### config.mk
export PLATFORM = sky130hd
export DESIGN_NAME = rle_sprite_frame_size_counter_top
export DESIGN_NICKNAME = d
export VERILOG_FILES = /design/src/hw/rtl/rlesz_pkg.sv /design/src/hw/rtl/rle_sprite_frame_size_counter_top.sv /design/src/hw/rtl/rlesz_parser.sv
export SDC_FILE = /design/constraint.sdc
export NUM_CORES = 1
export LEC_CHECK = 0
export ABC_AREA = 0
export BUFFER_PORTS_ARGS = -buffer_cell sky130_fd_sc_hd__buf_2
export CORE_ASPECT_RATIO = 0.75
export CORE_MARGIN = 2
export CORE_UTILIZATION = 59
export DETAILED_ROUTE_END_ITERATION = 7
export PLACE_DENSITY = 0.74
export SLEW_MARGIN = 20
export SYNTH_ARGS = -nofsm -noshare
export SYNTH_HDL_FRONTEND = slang
export SYNTH_SLANG_ARGS = --single-unit
### constraint.sdc
create_clock -name clk -period 3.2 [get_ports clk]
set_input_delay 0.96 -clock clk [delete_from_list [all_inputs] [get_ports clk]]
set_output_delay 0.96 -clock clk [all_outputs]
set_load 0.1 [all_outputs]
### src/hw/rtl/rlesz_pkg.sv
// Shared types and constants for the run-length sprite frame size counter.
`timescale 1ns / 1ps

package rlesz_pkg;

    // Width of the running pixel total; the result is its low 32 bits.
    localparam int TOTAL_WIDTH = 32;
    localparam int SIZE_WIDTH  = 32;

    // Pad bytes after every row header word.
    localparam logic [7:0] PAD_BYTES = 8'd4;

    // Parser phases
    localparam logic [2:0] PH_DONE   = 3'd0;
    localparam logic [2:0] PH_HDR_LO = 3'd1;
    localparam logic [2:0] PH_HDR_HI = 3'd2;
    localparam logic [2:0] PH_PAD    = 3'd3;
    localparam logic [2:0] PH_CMD    = 3'd4;
    localparam logic [2:0] PH_FILL   = 3'd5;
    localparam logic [2:0] PH_SKIP   = 3'd6;

    typedef struct packed {
        logic                  done;
        logic [SIZE_WIDTH-1:0] size;
    } rlesz_result_t;

endpackage

### src/hw/rtl/rle_sprite_frame_size_counter_top.sv
// Top level of the run-length sprite frame size counter.
`timescale 1ns / 1ps

// Takes the encoded row stream of one sprite frame a byte per transfer and
// returns the decoded pixel count (32-bit, wrapping) when the zero header
// word that ends the frame arrives. One byte is taken every cycle: each
// byte only updates the small parser state, and the result sits in an
// output register. The byte input stalls only while a result waits there
// and the result side is stalling. Assert frame_start on the first byte of
// a frame; bytes outside a frame are ignored.

module rle_sprite_frame_size_counter_top
    import rlesz_pkg::*;
(
    input  logic                  clk,
    input  logic                  rst_n,
    input  logic                  byte_valid,
    output logic                  byte_stall,
    input  logic                  frame_start,
    input  logic [7:0]            data_byte,
    output logic                  size_valid,
    input  logic                  size_stall,
    output logic [SIZE_WIDTH-1:0] frame_size
);

    logic                  size_valid_reg, size_valid_next;
    logic [SIZE_WIDTH-1:0] frame_size_reg;
    logic                  byte_xfer;
    rlesz_result_t         result;

    assign byte_stall = size_valid_reg & size_stall;
    assign byte_xfer  = byte_valid & ~byte_stall;

    rlesz_parser u_parser (
        .clk         (clk),
        .rst_n       (rst_n),
        .step        (byte_xfer),
        .frame_start (frame_start),
        .data_byte   (data_byte),
        .result      (result)
    );

    always_comb
    begin
        size_valid_next = size_valid_reg & size_stall;
        if (byte_xfer && result.done)
            size_valid_next = 1'b1;
    end

    always_ff @(posedge clk or negedge rst_n)
    begin
        if (!rst_n)
            size_valid_reg <= 1'b0;
        else
            size_valid_reg <= size_valid_next;
    end

    always_ff @(posedge clk)
    begin
        if (byte_xfer && result.done)
            frame_size_reg <= result.size;
    end

    assign size_valid = size_valid_reg;
    assign frame_size = frame_size_reg;

    a_stall_only_when_held: assert property (@(posedge clk) disable iff (!rst_n)
        byte_stall |-> size_valid_reg && size_stall)
        else $error("byte side stalled without a held result");

    a_result_loads: assert property (@(posedge clk) disable iff (!rst_n)
        byte_xfer && result.done |=> size_valid_reg && frame_size_reg == $past(result.size))
        else $error("result not captured");

endmodule

### src/hw/rtl/rlesz_parser.sv
// Byte-wise row stream parser that accumulates the decoded pixel total.
`timescale 1ns / 1ps

module rlesz_parser
    import rlesz_pkg::*;
(
    input  logic          clk,
    input  logic          rst_n,
    input  logic          step,
    input  logic          frame_start,
    input  logic [7:0]    data_byte,
    output rlesz_result_t result
);

    logic [2:0]             phase_reg, phase_next;
    logic [7:0]             header_low_reg, header_low_next;
    logic [15:0]            runs_left_reg, runs_left_next;
    logic [14:0]            skip_reg, skip_next;
    logic                   in_run_reg, in_run_next;
    logic [TOTAL_WIDTH-1:0] total_reg, total_next;

    // Current state as seen by this byte; a frame start clears it first.
    logic [2:0]             ph_cur;
    logic [15:0]            runs_cur;
    logic [14:0]            skip_cur;
    logic                   in_run_cur;
    logic [TOTAL_WIDTH-1:0] total_cur;

    logic [15:0]            word;
    logic [6:0]             cmd_len;
    logic [7:0]             pad_dec;
    logic [14:0]            skip_dec;
    logic [15:0]            runs_sub;
    logic [2:0]             after_cmd;
    logic [63:0]            total_ext;

    always_comb
    begin
        ph_cur     = frame_start ? PH_HDR_LO : phase_reg;
        runs_cur   = frame_start ? 16'd0 : runs_left_reg;
        skip_cur   = frame_start ? 15'd0 : skip_reg;
        in_run_cur = frame_start ? 1'b0 : in_run_reg;
        total_cur  = frame_start ? '0 : total_reg;
    end

    assign word      = {data_byte, header_low_reg};
    assign cmd_len   = data_byte[7:1];
    assign pad_dec   = header_low_reg - 8'd1;
    assign skip_dec  = skip_cur - 15'd1;
    assign runs_sub  = runs_cur - 16'(cmd_len);
    assign total_ext = 64'(total_cur);

    always_comb
    begin
        phase_next      = ph_cur;
        header_low_next = header_low_reg;
        runs_left_next  = runs_cur;
        skip_next       = skip_cur;
        in_run_next     = in_run_cur;
        total_next      = total_cur;
        result.done     = 1'b0;
        result.size     = total_ext[SIZE_WIDTH-1:0];
        after_cmd       = (runs_cur != 16'd0) ? PH_CMD : PH_HDR_LO;

        case (ph_cur)
            PH_HDR_LO:
            begin
                header_low_next = data_byte;
                phase_next      = PH_HDR_HI;
            end
            PH_HDR_HI:
            begin
                if (word == 16'd0)
                begin
                    phase_next  = PH_DONE;
                    result.done = 1'b1;
                end
                else
                begin
                    if (word[0])
                    begin
                        in_run_next    = 1'b1;
                        runs_left_next = {1'b0, word[15:1]};
                    end
                    else
                    begin
                        in_run_next = 1'b0;
                        skip_next   = word[15:1];
                        total_next  = total_cur + TOTAL_WIDTH'(word[15:1]);
                    end
                    header_low_next = PAD_BYTES;
                    phase_next      = PH_PAD;
                end
            end
            PH_PAD:
            begin
                header_low_next = pad_dec;
                if (pad_dec == 8'd0)
                begin
                    if (in_run_cur)
                        phase_next = after_cmd;
                    else
                        phase_next = (skip_cur != 15'd0) ? PH_SKIP : PH_HDR_LO;
                end
            end
            PH_CMD:
            begin
                runs_left_next = runs_sub;
                total_next     = total_cur + TOTAL_WIDTH'(cmd_len);
                if (data_byte[0])
                    phase_next = PH_FILL;
                else if (cmd_len != 7'd0)
                begin
                    skip_next  = 15'(cmd_len);
                    phase_next = PH_SKIP;
                end
                else
                    phase_next = (runs_sub != 16'd0) ? PH_CMD : PH_HDR_LO;
            end
            PH_FILL:
            begin
                phase_next = after_cmd;
            end
            PH_SKIP:
            begin
                skip_next = skip_dec;
                if (skip_dec == 15'd0)
                    phase_next = in_run_cur ? after_cmd : PH_HDR_LO;
            end
            default:
            begin
                phase_next = PH_DONE;
            end
        endcase
    end

    always_ff @(posedge clk or negedge rst_n)
    begin
        if (!rst_n)
        begin
            phase_reg      <= PH_DONE;
            header_low_reg <= 8'd0;
            runs_left_reg  <= 16'd0;
            skip_reg       <= 15'd0;
            in_run_reg     <= 1'b0;
            total_reg      <= '0;
        end
        else if (step)
        begin
            phase_reg      <= phase_next;
            header_low_reg <= header_low_next;
            runs_left_reg  <= runs_left_next;
            skip_reg       <= skip_next;
            in_run_reg     <= in_run_next;
            total_reg      <= total_next;
        end
    end

    a_done_after_result: assert property (@(posedge clk) disable iff (!rst_n)
        step && result.done |=> phase_reg == PH_DONE)
        else $error("parser not idle after frame end");

    a_pad_count: assert property (@(posedge clk) disable iff (!rst_n)
        phase_reg == PH_PAD |-> header_low_reg != 8'd0 && header_low_reg <= PAD_BYTES)
        else $error("pad countdown out of range");

    a_skip_nonzero: assert property (@(posedge clk) disable iff (!rst_n)
        phase_reg == PH_SKIP |-> skip_reg != 15'd0)
        else $error("skip phase with nothing to skip");

    a_cmd_runs: assert property (@(posedge clk) disable iff (!rst_n)
        phase_reg == PH_CMD |-> in_run_reg && runs_left_reg != 16'd0)
        else $error("command phase outside a live run row");

endmodule

# After elaboration in Yosys (flattened, before gate mapping)
# Index checks and enable logic that the tools add are counted.
totals:
  regBits: 108
  latch_bits: 0
  mem_bits_rw: 0
  rom_bits: 0
  input_bits: 13
  out_inout_bits: 34
  wordCells: 68
  mem_count: 0
classes:
  add_sub_neg: 5
  n_mul: 0
  n_div: 0
  magnitude_cmp: 0
  n_eq_ne: 7
  n_shift: 0
  muxes: 35
  n_bitwise: 3
  reduce_logical: 10
ops:
  columns: ["op", "n"]
  rows:
  - ["two-way mux 32 bit", 3]
  - ["two-way mux 15 bit", 5]
  - ["case mux 32 bit (2 select lines)", 1]
  - ["two-way mux 16 bit", 3]
  - ["case mux 15 bit (3 select lines)", 1]
  - ["adder 32 x 15 -> 32 bit", 1]
  - ["adder 32 x 7 -> 32 bit", 1]
  - ["case mux 16 bit (2 select lines)", 1]
  - ["nonzero test 16 bit", 2]
  - ["two-way mux 3 bit", 10]
  - ["case mux 8 bit (3 select lines)", 1]
  - ["case mux 3 bit (6 select lines)", 1]
  - ["logical NOT 16 bit", 1]
  - ["subtractor 16 x 7 -> 16 bit", 1]
  - ["logical NOT 15 bit", 1]
  - ["nonzero test 15 bit", 1]
  - ["subtractor 15 x 1 -> 15 bit, second input constant", 1]
  - ["equality test 3 bit, second input constant", 3]
  - ["logical NOT 8 bit", 1]
  - ["two-way mux 8 bit", 1]
  - ["subtractor 8 x 1 -> 8 bit, second input constant", 1]
  - ["two-way mux 1 bit", 7]
  - ["nonzero test 7 bit", 1]
  - ["equality test 3 x 2 -> 1 bit, second input constant", 2]
  - ["8 further kinds", 9]

# Logic depth before layout (Yosys ltp)
# Gate-level depths: netlist of the first run.
depth:
  ltp_word: 7
  ltp_mapped: 20
  depth_no_buf: 14

# By module
# A second synthesis of the first run with hierarchy kept.
unflattened:
  hier_cells: 977
  area_unflattened_um2: 8162.8
modules_own_cells:
  columns: ["module", "n_inst", "cells_per_inst", "area_each_um2", "seq_area_each_um2"]
  rows:
  - ["rlesz_parser", 1, 939, 7138.1, 1876.8]
  - ["rle_sprite_frame_size_counter_top", 1, 38, 1024.7, 985.9]

# Least setup slack after synthesis of the first run
# No wires, ideal clock.
synth_path:
  path_kind: "input to register"
  startpoint: "in frame_start"
  endpoint: "reg u_parser.phase_reg[2]"
  setup_ps: 124
  arrival_time_ps: 4854
  t_required_ps: 3076
  setup_slack_ps: -1778
  cell_stages: 19
  path_buffers: 6
  cell_sequence: "buf_2 > buf_1 > inv_1 > buf_1 > buf_2 > clkbuf_1 > buf_1 > nand2_1 > ha_1 > inv_1 > ha_1 > o311a_1 > a32oi_2 > a21oi_1 > a31oi_1 > a22o_1 > nor4_2 > nand4b_1 > o31a_1"
synth_via:
  elab_chain_cells: 7
  elab_cells_between_ends: 26
synth_rtl:
  columns: ["element", "line", "rtl"]
  rows:
  - ["start, declared", "rle_sprite_frame_size_counter_top.sv:19", "input logic frame_start,"]
  - ["two-way mux 16 bit", "rlesz_parser.sv:40", "runs_cur = frame_start ? 16'd0 : runs_left_reg;"]
  - ["subtractor 16 x 7 -> 16 bit", "rlesz_parser.sv:50", "assign runs_sub = runs_cur - 16'(cmd_len);"]
  - ["nonzero test 16 bit", "rlesz_parser.sv:118", "phase_next = (runs_sub != 16'd0) ? PH_CMD : PH_HDR_LO;"]
  - ["two-way mux 3 bit", "rlesz_parser.sv:118", null]
  - ["two-way mux 3 bit", "rlesz_parser.sv:112", "else if (cmd_len != 7'd0)"]
  - ["two-way mux 3 bit", "rlesz_parser.sv:110", "if (data_byte[0])"]
  - ["case mux 3 bit (6 select lines) (*)", "rlesz_parser.sv:65", "case (ph_cur)"]
  - ["end signal, assigned", "rlesz_parser.sv:150", "phase_reg <= phase_next;"]
  - ["end, declared", "rlesz_parser.sv:15", "logic [2:0] phase_reg, phase_next;"]
# Mark *: on every way between the ends. The rest lies on a longest branch, timed or not.
# A chain may end at the register's enable or synchronous reset.

# Final worst setup path of the first run
layout_path:
  startpoint: "in data_byte[1]"
  endpoint: "reg u_parser.phase_reg[2]"
layout_via:
  elab_chain_cells: 6
  elab_cells_between_ends: 7
layout_rtl:
  columns: ["element", "line", "rtl"]
  rows:
  - ["start, declared", "rle_sprite_frame_size_counter_top.sv:20", "input logic [7:0] data_byte,"]
  - ["subtractor 16 x 7 -> 16 bit", "rlesz_parser.sv:50", null]
  - ["nonzero test 16 bit", "rlesz_parser.sv:118", null]
  - ["two-way mux 3 bit", "rlesz_parser.sv:118", null]
  - ["two-way mux 3 bit (*)", "rlesz_parser.sv:112", null]
  - ["two-way mux 3 bit (*)", "rlesz_parser.sv:110", null]
  - ["case mux 3 bit (6 select lines) (*)", "rlesz_parser.sv:65", null]
# Marked as above.

==> results.ini, run 1 <==
[status]
outcome = finished, violations left
violations = negative setup slack

[global_routing]
grt_max_degree = 77
overflow = 0
grtUsageMet3 = 0.0764
grt_pass1_wl_um = 45200
grt_util_met1 = 0.573
busiest_layer = met1
grt_pass1_vias = 8424
use_met2 = 0.555
grtUsageTotal = 0.380
antenna_found_initial = 0

[sta]
finClkSkew_ps = 15.5
timing.fmax_mhz = 306
period_minus_slack_ps = 3270
rsz0062_at_grt = yes
finalHoldWorstSlack_ps = 488
hold_viol_final = 0
slew_headroom = 0.504
fin_crit_sh = 1.02
drv_slew = 0
worst_slack_ps = -70.7
worstMarginPinSlew_ps = 744
setup_violations = 2

[route]
ant_nets = 0
routedWlPerCell_um = 20.5
drc = 0
first_pass_iters = 6
via_per_inst = 6.59
wirelength_um = 28600
drt-initial-drc-count = 1228
vias = 9187

[synth]
yosys-top-cells-area = dfrtp_1 23%, edfxtp_1 12%, o21ai_0 5.1%
synth_top_cell_by_area = dfrtp_1
synth_top_area_frac = 0.229
async_flop_share = 0.704
synth.distinct_cells = 87
syn-num-nets = 1051
synth_ff_type = dfrtp_1
yosys.cell_count.top_type = nand2_1
syn_avg_cell_area_sq_um = 8.24
netlist_instances = 1007
seq_area_frac_synth = 0.345
yosysWarnings = 0
synth-seq-cells = 108
syn_area_sq_mm = 0.00830
synth_common_cells = 98 x nand2_1, 84 x o21ai_0, 76 x dfrtp_1
synth_edf_count = 32

[floorplanning]
rows = 37
dieArea_sq_mm = 0.0150
die-width_um = 141
start_util = 0.604
io_pins = 47
core_sq_mm = 0.0137
die_h_um = 107

[critical_path]
worst_setup_path_start_kind = input pin
max_stage_delay_ps = 390
path_cells = clkbuf_4 > buf_4 > ha_4 > inv_2 > a31oi_4 > buf_6 > or3_4 > a31oi_4 > buf_6 > o21ai_4 > o41ai_2 > o221a_2 > nand4b_1 > o31a_1
cp.arrival_ps = 3530
path_max_fanout = 3
critPathKind = in2reg
cp.required_ps = 3460
cp_slowest_cell = o41ai_2
cp-end-kind = flop

[clocking]
htreeDepth = 3
cts_tree = done
root_buffer = clkbuf_16
clk_pin_slew_ps = 80
cts_sinks = 108
clk_latency_ps = 380
clk_path_buf_depth = 2
numCtsBuffers = 9
cts_hold_buf = 0

[power]
ir_drop_uv = 313
power_leakage_nw = 4.82
p_per_area_mw_per_mm2 = 421
fin_total_pwr_mw = 4.68

[cells_and_area]
multi_input_area_sq_mm = 0.00555
seq_area_sq_mm = 0.00286
drive_gt1_frac = 0.302
areaGrowthSynthToFinish_pct = 33.8
insertedDiodeCount = 0
fin_cells = 1395
fillCellCount = 908
layout.nets = 1259

[place]
dp_hpwl_um = 20000
place.gp.congestion = 1.00
port_buffers = 46
place_inst = 1358

[job]
maxCapViolations = 0

[min_path]
min_path_type = reg2reg

[report_power, final]
group,internal (mW),leakage [nW],switching (mW),total [mW]
Clock,0.638,0.160,0.595,1.23
Sequential,1.53,1.34,0.179,1.71
Combinational,0.804,3.33,0.930,1.73
[cell usage in the layout (no fill, tap or decap), types with 23 or more instances in the layout]
| cell | instances |
|---|---|
| inv_1 | 32 |
| edfxtp_1 | 32 |
| ha_1 | 23 |
| nor3_1 | 34 |
| nand2_1 | 96 |
| buf_4 | 208 |
| o21ai_0 | 74 |
| nor2_1 | 72 |
| buf_2 | 43 |
| dfrtp_1 | 76 |
| a21oi_1 | 58 |
| nor2b_1 | 45 |
[per-stage QoR]
stage	util	setup slack, ps	setup TNS [ps]	instance area, sq um
floorplan	-	-916	-21640	8610
global placement	0.746	-466	-10590	10300
detailed placement	0.746	-640	-13890	10300
CTS	0.786	11.9	0	10800
global route	0.808	-147	-1060	11100
finish	0.808	-70.7	-122	11100
[layer usage]
metal  up-vias  wire, um
li1       4157         -
met1      4398     12500
met2       561     12100
met3        71      3260
met4         0       764
met5         -         0
[worst paths after layout]
| kind | slack, ps | endpoint | start | depth (start not counted) |
|---|---|---|---|---|
| worst min-delay path | 490 | u_parser.total_reg[4]$_DFFE_PN0P_ | u_parser.total_reg[4]$_DFFE_PN0P_ | 2 |
| worst max register to register | 120 | u_parser.phase_reg[2]$_DFFE_PN0P_ | u_parser.runs_left_reg[1]$_DFFE_PN0P_ | 12 |
| min in group asynchronous | 600 | u_parser.skip_reg[8]$_DFFE_PN0P_ | rst_n | 1 |
| worst max-delay path | -70 | u_parser.phase_reg[2]$_DFFE_PN0P_ | data_byte[1] | 14 |
| worst min register to register | 490 | u_parser.total_reg[4]$_DFFE_PN0P_ | u_parser.total_reg[4]$_DFFE_PN0P_ | 2 |
| max in group asynchronous | 2070 | u_parser.total_reg[2]$_DFFE_PN0P_ | rst_n | 1 |
[critical path: cells and delay by family]
family,cells,cell delay (ps)
buffers and inverters,5,670
adder cells (fa/ha/maj),1,170
AND/OR/NAND/NOR,2,470
AO/OA/AOI/OAI,6,1250
[kinds of logic (layout without fill, tap and decap cells)]
| family | Yosys count | after routing | synth area share |
|---|---|---|---|
| buffers and inverters | 104 | 317 | 0.0493 |
| adders and majority gates | 34 | 34 | 0.0522 |
| muxes | 6 | 6 | 0.00739 |
| AOI/OAI and AO/OA | 345 | 345 | 0.277 |
| DFF | 108 | 108 | 0.345 |
| xor gates and xnor gates | 34 | 34 | 0.0359 |
| and+or+nand+nor | 376 | 376 | 0.233 |
[timing repair]
| action | in CTS | in global routing |
|---|---|---|
| gates cloned | 0 | 1 |
| gates resized for setup | 27 | 42 |
| endpoints found under the hold margin | 0 | 0 |
| pin swaps | 15 | 19 |
| endpoints found under the setup margin | 21 | 28 |
| setup buffers | 12 | 9 |
[final cells by class]
| type | count | area share |
|---|---|---|
| clock buffer | 9 | 0.0203 |
| clock inverter | 7 | 0.00924 |
| inverter | 37 | 0.0136 |
| multi-input combinational | 795 | 0.500 |
| sequential | 108 | 0.258 |
| tap | 175 | 0.0197 |
| timing repair buffer | 264 | 0.180 |
No activity file was read; power rests on OpenSTA's default activity.
==> run 2, diff against run 1 <==
--- a/config.mk
+++ b/config.mk
@@ -12,6 +12,7 @@
 export CORE_UTILIZATION = 59
 export DETAILED_ROUTE_END_ITERATION = 7
 export PLACE_DENSITY = 0.74
+export RECOVER_POWER = 100
 export SLEW_MARGIN = 20
 export SYNTH_ARGS = -nofsm -noshare
 export SYNTH_HDL_FRONTEND = slang
==> results.ini, run 2 (same netlist as run 1, synthesis figures left out) <==
[critical_path]
path_max_fanout = 3
r2r-start = u_parser.runs_left_reg[1]$_DFFE_PN0P_
path_cells = clkbuf_4 > buf_4 > ha_4 > inv_2 > a31oi_4 > buf_6 > or3_4 > a31oi_4 > buf_6 > o21ai_4 > o41ai_2 > o221a_2 > nand4b_1 > o31a_1
cp-startpoint = data_byte[1]
rr_worst_depth = 12
max_stage_delay_ps = 390
cp.required_ps = 3460
cp_slowest_cell = o41ai_2
cp-end-kind = flop
critPathKind = in2reg
worst_setup_path_start_kind = input pin
cp.arrival_ps = 3540

[job]
maxCapViolations = 1

[sta]
setup_violations = 2
slew_headroom = -0.353
drv_slew = 77
period_minus_slack_ps = 3280
finClkSkew_ps = 13.1
rsz0062_at_grt = yes
worstMarginPinSlew_ps = 2030
timing.fmax_mhz = 305
hold_viol_final = 0
fin_crit_sh = 1.02
worst_slack_ps = -77.1

[cells_and_area]
fin_cells = 1395
final_common_cell = buf_4
areaGrowthSynthToFinish_pct = 33.7
insertedDiodeCount = 0
fillCellCount = 910
layout.nets = 1259
finish.utilization = 0.807
drive_gt1_frac = 0.302
layout_common_cells = 208 x buf_4, 96 x nand2_1, 76 x dfrtp_1

[global_routing]
grtUsageMet3 = 0.0764
grt_max_degree = 77
busiest_layer = met1
overflow = 0
grt_util_met1 = 0.573
grt_pass1_vias = 8424
antenna_found_initial = 0
grtUsageTotal = 0.380
use_met2 = 0.555
grt_pass1_wl_um = 45200

[floorplanning]
die_h_um = 107
dieArea_sq_mm = 0.0150
rows = 37
core_sq_mm = 0.0137
io_pins = 47
die-width_um = 141
start_util = 0.604

[power]
p_per_area_mw_per_mm2 = 422
ir_drop_uv = 312
power_leakage_nw = 4.82

[place]
place_inst = 1358
place_ws_ps = -640
place.gp.congestion = 1.00
dp_hpwl_um = 20000
port_buffers = 46

[route]
drc = 0
first_pass_iters = 6
via_per_inst = 6.58
wirelength_um = 28600
vias = 9176
ant_nets = 0
drt-initial-drc-count = 1228
routedWlPerCell_um = 20.5

[clocking]
cts_hold_buf = 0
htreeDepth = 3
clk_path_buf_depth = 2
root_buffer = clkbuf_16
clk_latency_ps = 370
cts_tree = done
cts_sinks = 108
numCtsBuffers = 9
clk_pin_slew_ps = 80

[min_path]
min_path_type = reg2reg
min_from = u_parser.total_reg[4]$_DFFE_PN0P_
whs_path_depth = 2

[status]
outcome = finished, violations left
violations = max-capacitance violations, max-slew violations, negative setup slack

run 2: per-layer routing:
metal,wire length (um),part of all wire
met4,726,0.025
met2,12100,0.43
met1,12500,0.44
met3,3180,0.11
met5,0,0
run 2: critical path: cells and delay by family:
family	cells	cell delay [ps]
fa+ha+maj	1	170
compound gates	6	1250
simple gates	2	470
buf+inv	5	680
run 2: what timing repair did:
item,4_1_cts,5_1_grt
buffers inserted,12,9
setup endpoints to repair,21,28
endpoints found under the hold margin,0,0
gates resized for setup,27,42
cloned,0,1
pin swaps,15,19
run 2: cell type report:
class | count | area (sq um) | share of cell area
Sequential cell | 108 | 2860 | 0.258
Clock inverter | 7 | 103 | 0.00925
Inverter | 37 | 151 | 0.0136
Multi-Input combinational cell | 795 | 5550 | 0.500
Tap cell | 175 | 219 | 0.0197
Clock buffer | 9 | 225 | 0.0203
Timing Repair Buffer | 264 | 1990 | 0.179
run 2: path summary, 6_finish.rpt:
kind                                                       to  slack (ps)
max in group asynchronous  u_parser.total_reg[30]$_DFFE_PN0P_         850
hold reg to reg             u_parser.total_reg[4]$_DFFE_PN0P_         490
min in group asynchronous    u_parser.skip_reg[9]$_DFFE_PN0P_        1130
hold / removal              u_parser.total_reg[4]$_DFFE_PN0P_         490
setup / recovery            u_parser.phase_reg[2]$_DFFE_PN0P_         -80
setup reg to reg            u_parser.phase_reg[2]$_DFFE_PN0P_         130
run 2: power by group:
| part | internal, mW | switching (mW) | leakage, nW |
|---|---|---|---|
| Clock | 0.638 | 0.598 | 0.160 |
| Sequential | 1.53 | 0.179 | 1.34 |
| Combinational | 0.803 | 0.928 | 3.32 |
| Total | 2.97 | 1.71 | 4.82 |
run 2: through the flow:
step	hold slack, ps	TNS (ps)	cell area (sq um)	total power, mW
floorplan	442	-21640	8610	2.64
global placement	457	-10590	10300	3.26
detailed placement	462	-13890	10300	3.29
CTS	481	0	10800	4.54
global route	508	-1060	11100	4.89
finish	487	-135	11100	4.68
